<file path="src/hdl/ibls_ram.sv">
// ---------------------------------------------------------------------------
// ibls_ram
// Generic single-write, single-read RAM with a registered read port.
// ---------------------------------------------------------------------------
`default_nettype none

module ibls_ram #(
    parameter int WIDTH = 8,
    parameter int DEPTH = 16,
    localparam int AW   = (DEPTH > 1) ? $clog2(DEPTH) : 1
) (
    input  wire logic             i_clk,
    input  wire logic             i_we,
    input  wire logic [AW-1:0]    i_waddr,
    input  wire logic [WIDTH-1:0] i_wdata,
    input  wire logic             i_re,
    input  wire logic [AW-1:0]    i_raddr,
    output logic      [WIDTH-1:0] o_rdata
);

    logic [WIDTH-1:0] r_mem [DEPTH];
    logic [WIDTH-1:0] r_rdata;

    // write port
    always_ff @(posedge i_clk) begin
        if (i_we) begin
            r_mem[i_waddr] <= i_wdata;
        end
    end

    // registered read port
    always_ff @(posedge i_clk) begin
        if (i_re) begin
            r_rdata <= r_mem[i_raddr];
        end
    end

    assign o_rdata = r_rdata;

endmodule

`default_nettype wire
</file>
<file path="config.mk">
export PLATFORM = sky130hd
export DESIGN_NAME = ibls_ram
export DESIGN_NICKNAME = d
export VERILOG_FILES = /design/src/hdl/ibls_ram.sv
export SDC_FILE = /design/constraint.sdc
export NUM_CORES = 1
export LEC_CHECK = 0
export BUFFER_PORTS_ARGS = -buffer_cell sky130_fd_sc_hd__buf_4
export CORE_MARGIN = 3
export CORE_UTILIZATION = 30
export DETAILED_ROUTE_END_ITERATION = 7
export PLACE_DENSITY_LB_ADDON = 0.05
export SYNTH_ARGS = -nofsm -noshare
export SYNTH_HDL_FRONTEND = slang
export SYNTH_SLANG_ARGS = --single-unit
</file>
<file path="constraint.sdc">
create_clock -name i_clk -period 2.2 [get_ports i_clk]
set_input_delay 0.44 -clock i_clk [delete_from_list [all_inputs] [get_ports i_clk]]
set_output_delay 0.44 -clock i_clk [all_outputs]
set_load 0.005 [all_outputs]
</file>
== Word level (Yosys, flattened, before mapping) ==
Memories as Yosys holds them, arrays and structs flattened. A register that Yosys moved wholly into a read port is not among the register bits.
Index checks and enable logic that the tools add are counted.

* Add/sub/neg operators: 0
* Multipliers: 0
* Divide/modulo/power cells: 0
* $lt $le $gt $ge: 0
* Equal/unequal tests: 0
* Shifts and indexed selects: 0
* Muxes and demuxes: 2
* Bitwise operators: 0
* Reduce and logical (&&, ||, !) cells: 0

{| class="wikitable"
|+ Operators with widths
! operator !! number
|-
| 2-to-1 mux 1 bit || 2
|}

* Register bits after elaboration: 0
* Latch bits: 0
* Memory bits (writable): 128
* Memory bits (read-only): 0
* Input bits: 19
* Output and inout bits: 8
* Logic and storage cells: 3
* Memories kept: 1

{| class="wikitable"
|+ Memory list
! memory !! words !! bits a word !! read ports !! clocked after memory_dff !! wr ports !! line !! RTL
|-
| r_mem || 16 || 8 || 1 || 1 || 1 || 21 || <nowiki>logic [WIDTH-1:0] r_mem [DEPTH];</nowiki>
|}

== Longest topological paths before layout ==
* Depth after elaboration: 2
* Mapped depth: 5
* Mapped depth without buffers: 3

== Least setup slack after synthesis ==
OpenSTA, ideal clock, no wires.

* Path type: input port to flip-flop
* Start point: input i_waddr[2]
* End point: memory r_mem[0][0], enable pin
* Library setup time: 0.383 ns
* Data arrival time: 1.550 ns
* Data required time: 1.817 ns
* Slack: 0.267 ns
* Cell stages on the path: 2
* Path buffers: 0
* Path through: or3b_2 -> nor3_1

{| class="wikitable"
|+ RTL lines
! what !! line !! RTL
|-
| start: declaration || 14 || <nowiki>input wire logic [AW-1:0] i_waddr,</nowiki>
|-
| end: declaration || 21 ||
|}

Straight into the memory's write port.

==> key figures <==
Run status
  – Status: finished clean

Final layout
  – Non-Filler Instances: 523
  – Area growth, synth to finish: 23.58%
  – Fillers: 1577
  – Antenna fix cells: 0
  – Fin util: 38.41%
  – Final #Nets: 309
  – Share of cells above drive strength 1: 31.35%
  – Design Area, Final: 6460 um2

Clocking
  – Skew-Pair Late Insertion Delay: 0.41 ns
  – Clock sink count: 136
  – Post-CTS setup buffers: 0
  – CTS H-tree depth: 4
  – Num CTS Buffers: 17
  – CTS tree: yes
  – Bufs on Longest Clock Path: 2
  – # resized after CTS: 0
  – CTS clk-pin slew, worst paths: 0.06 ns
  – Root buffer selected by CTS: clkbuf_16
  – Hold buffers post-CTS: 0

STA
  – Final worst setup slack: 0.5948 ns
  – Final max-slew violation count: 0
  – RSZ-0062 raised after global routing: false
  – Total negative slack: 0 ns
  – Tmin final: 1.605 ns
  – Period utilisation layout: 72.96%
  – Max Fclk: 0.6230 GHz
  – Worst slew pin tran: 0.4027 ns
  – Final Hold Fails: 0
  – Final setup vio count: 0
  – Final Skew: 0.005822 ns
  – Slew margin rel.: 73.15%
  – Hold_ws: 0.3425 ns

Power and ir drop
  – Pwr Total: 6.183 mW
  – Power Dens Cells: 957.2 nW/um2
  – Clock power share: 47.7%
  – Sw Ratio: 18.48%
  – Switching Power: 1.143 mW
  – Total internal power: 5.041 mW
  – LEAKAGE: 2.181 nW
  – Comb pwr share: 4.8%
  – Peak VDD IR: 0.5055 mV
  – Seq pwr share: 47.5%

Min path
  – Worst min path class: primary input to flip-flop

Setup path
  – Worst R2R Setup Slack: 0.65 ns
  – Slowest CP cell: mux4_1
  – Crit-path leading delay family: multiplexers
  – Max FO, Critical Path: 6
  – Most frequent CP cell: buf_4
  – Critical path type: primary input to flip-flop
  – CP Data Arrival Time: 1.75 ns
  – CP max stage delay: 0.55 ns
  – CP cell instances: buf_4 -> buf_4 -> mux4_1 -> a22oi_1 -> nand2_1
  – Critical Path Start Type: primary input
  – WP data required: 2.35 ns
  – CP bufs+invs: 2
  – Crit. End Element: flip-flop

Global route
  – Global Route Usage Sum: 12.49%
  – Vias in the first global route: 2701
  – First-pass GRT wire length: 17.17 mm
  – Largest net degree at the start of global routing: 17
  – Initial antenna violation count: 0
  – Gr ovfl total: 0

Placement
  – Pre-CTS worst setup slack: 0.1602 ns
  – Placed cell count: 491
  – Detailed placer's ending HPWL: 7.635 mm
  – PortBufs: 26
  – RePlAce Congestion: 0.6839
  – Placed Instance Area: 5844 um2

Detailed routing
  – DRC viols: 0
  – Routed vias/inst: 4.654
  – DR pass1 iterations: 4
  – Initial DRC count: 191
  – DR WL/cell: 21.37 um
  – DRT antenna net count: 0
  – Via count: 2434
  – Total wire length: 11.18 mm

Yosys
  – Mapped cell area: 5228 um2
  – Sequential fraction of the synthesis area: 78.12%
  – Syn. warnings: 0
  – Post-Synthesis Cells: 229
  – Mapped Nets: 248
  – Synth unique cells: 18
  – Synthesized flop and latch total: 136
  – Syn Area/Cell: 22.83 um2

Floorplanning
  – Core ar.: 16820 um2
  – Initial Util: 31.08%
  – Die Height: 138.0 um
  – Num rows: 47
  – IO Pins: 27
  – Die width: 138.0 um
  – Die area: 19050 um2

Run
  – Maxcap violations: 0
cell usage in the layout, fill, tap and decap left out:
master     instances
a22oi_1           16
and2_1             1
and2b_1            1
buf_12             3
buf_4             49
bufinv_16          5
clkbuf_1           2
clkbuf_16         17
clkinv_1           6
clkinv_2           2
edfxtp_1         136
mux4_1            14
mux4_2            18
nand2_1            9
nand2b_1           2
nand3_1            1
nand3b_1           2
nor2_1            13
nor2b_1            1
nor3_1             4
or3b_2             1
kinds of logic after synthesis:
logic type	share of synthesized area, %
multiplexers	14.79
buffers and inverters	1.651
flip-flops	78.12
AO/OA/AOI/OAI	2.298
AND/OR/NAND/NOR	3.136
Yosys cell counts:
library cell,n,area [um2]
nor2b_1,1,6.260
and2b_1,1,7.510
nand3_1,1,5.000
buf_6,3,33.78
a22oi_1,16,120.1
buf_2,3,15.01
nor3_1,4,20.02
nand2_1,9,33.78
mux4_1,14,367.9
nor2_1,13,48.80
buf_4,1,7.510
nand3b_1,2,15.01
or3b_2,1,8.760
and2_1,1,6.260
nand2b_1,2,12.51
edfxtp_1,136,4084
clkdlybuf4s25_2,3,30.03
mux4_2,18,405.4
power groups by stage:
stage,clock network (mW),logic [mW],registers [mW]
after floorplan,0,0.147,2.99
after global routing,3.13,0.331,2.94
after detailed placement,0,0.307,2.99
final,2.95,0.299,2.94
after global placement,0,0.306,2.99
after CTS,3.03,0.308,2.94
path summary, 6_finish.rpt:
path / from / endpoint / depth (start not counted)
hold reg to reg: r_mem[12][4] / o_rdata[4] / 3
setup / recovery: i_raddr[0] / o_rdata[5] / 5
hold / removal: i_wdata[4] / r_mem[7][4] / 1
setup reg to reg: r_mem[1][5] / o_rdata[5] / 3
sequential cells by signal, indices dropped and copies added, names as in the netlist:
name and flops:
r_mem 128, o_rdata 8
cell type report:
| cell class | instances | area [um2] | share of cell area [%] |
|---|---|---|---|
| multi-input cells | 83 | 1057 | 16.37 |
| clock inverters | 13 | 182.7 | 2.828 |
| clock buffers | 19 | 432.9 | 6.702 |
| flip-flops and latches | 136 | 4084 | 63.22 |
| repair buffers | 52 | 427.9 | 6.624 |
| well taps | 220 | 275.3 | 4.261 |
metal layers:
layer	GRT usage [%]	vias to the layer above	part of all wire, %	wire (um)
met5	0	-	0	0
met4	4.836	0	1.4	158
met3	3.453	12	4.2	464
met2	19.06	60	47	5281
met1	17.11	1260	47	5274
li1	-	1102	-	-
No activity file was read; power rests on OpenSTA's default activity.
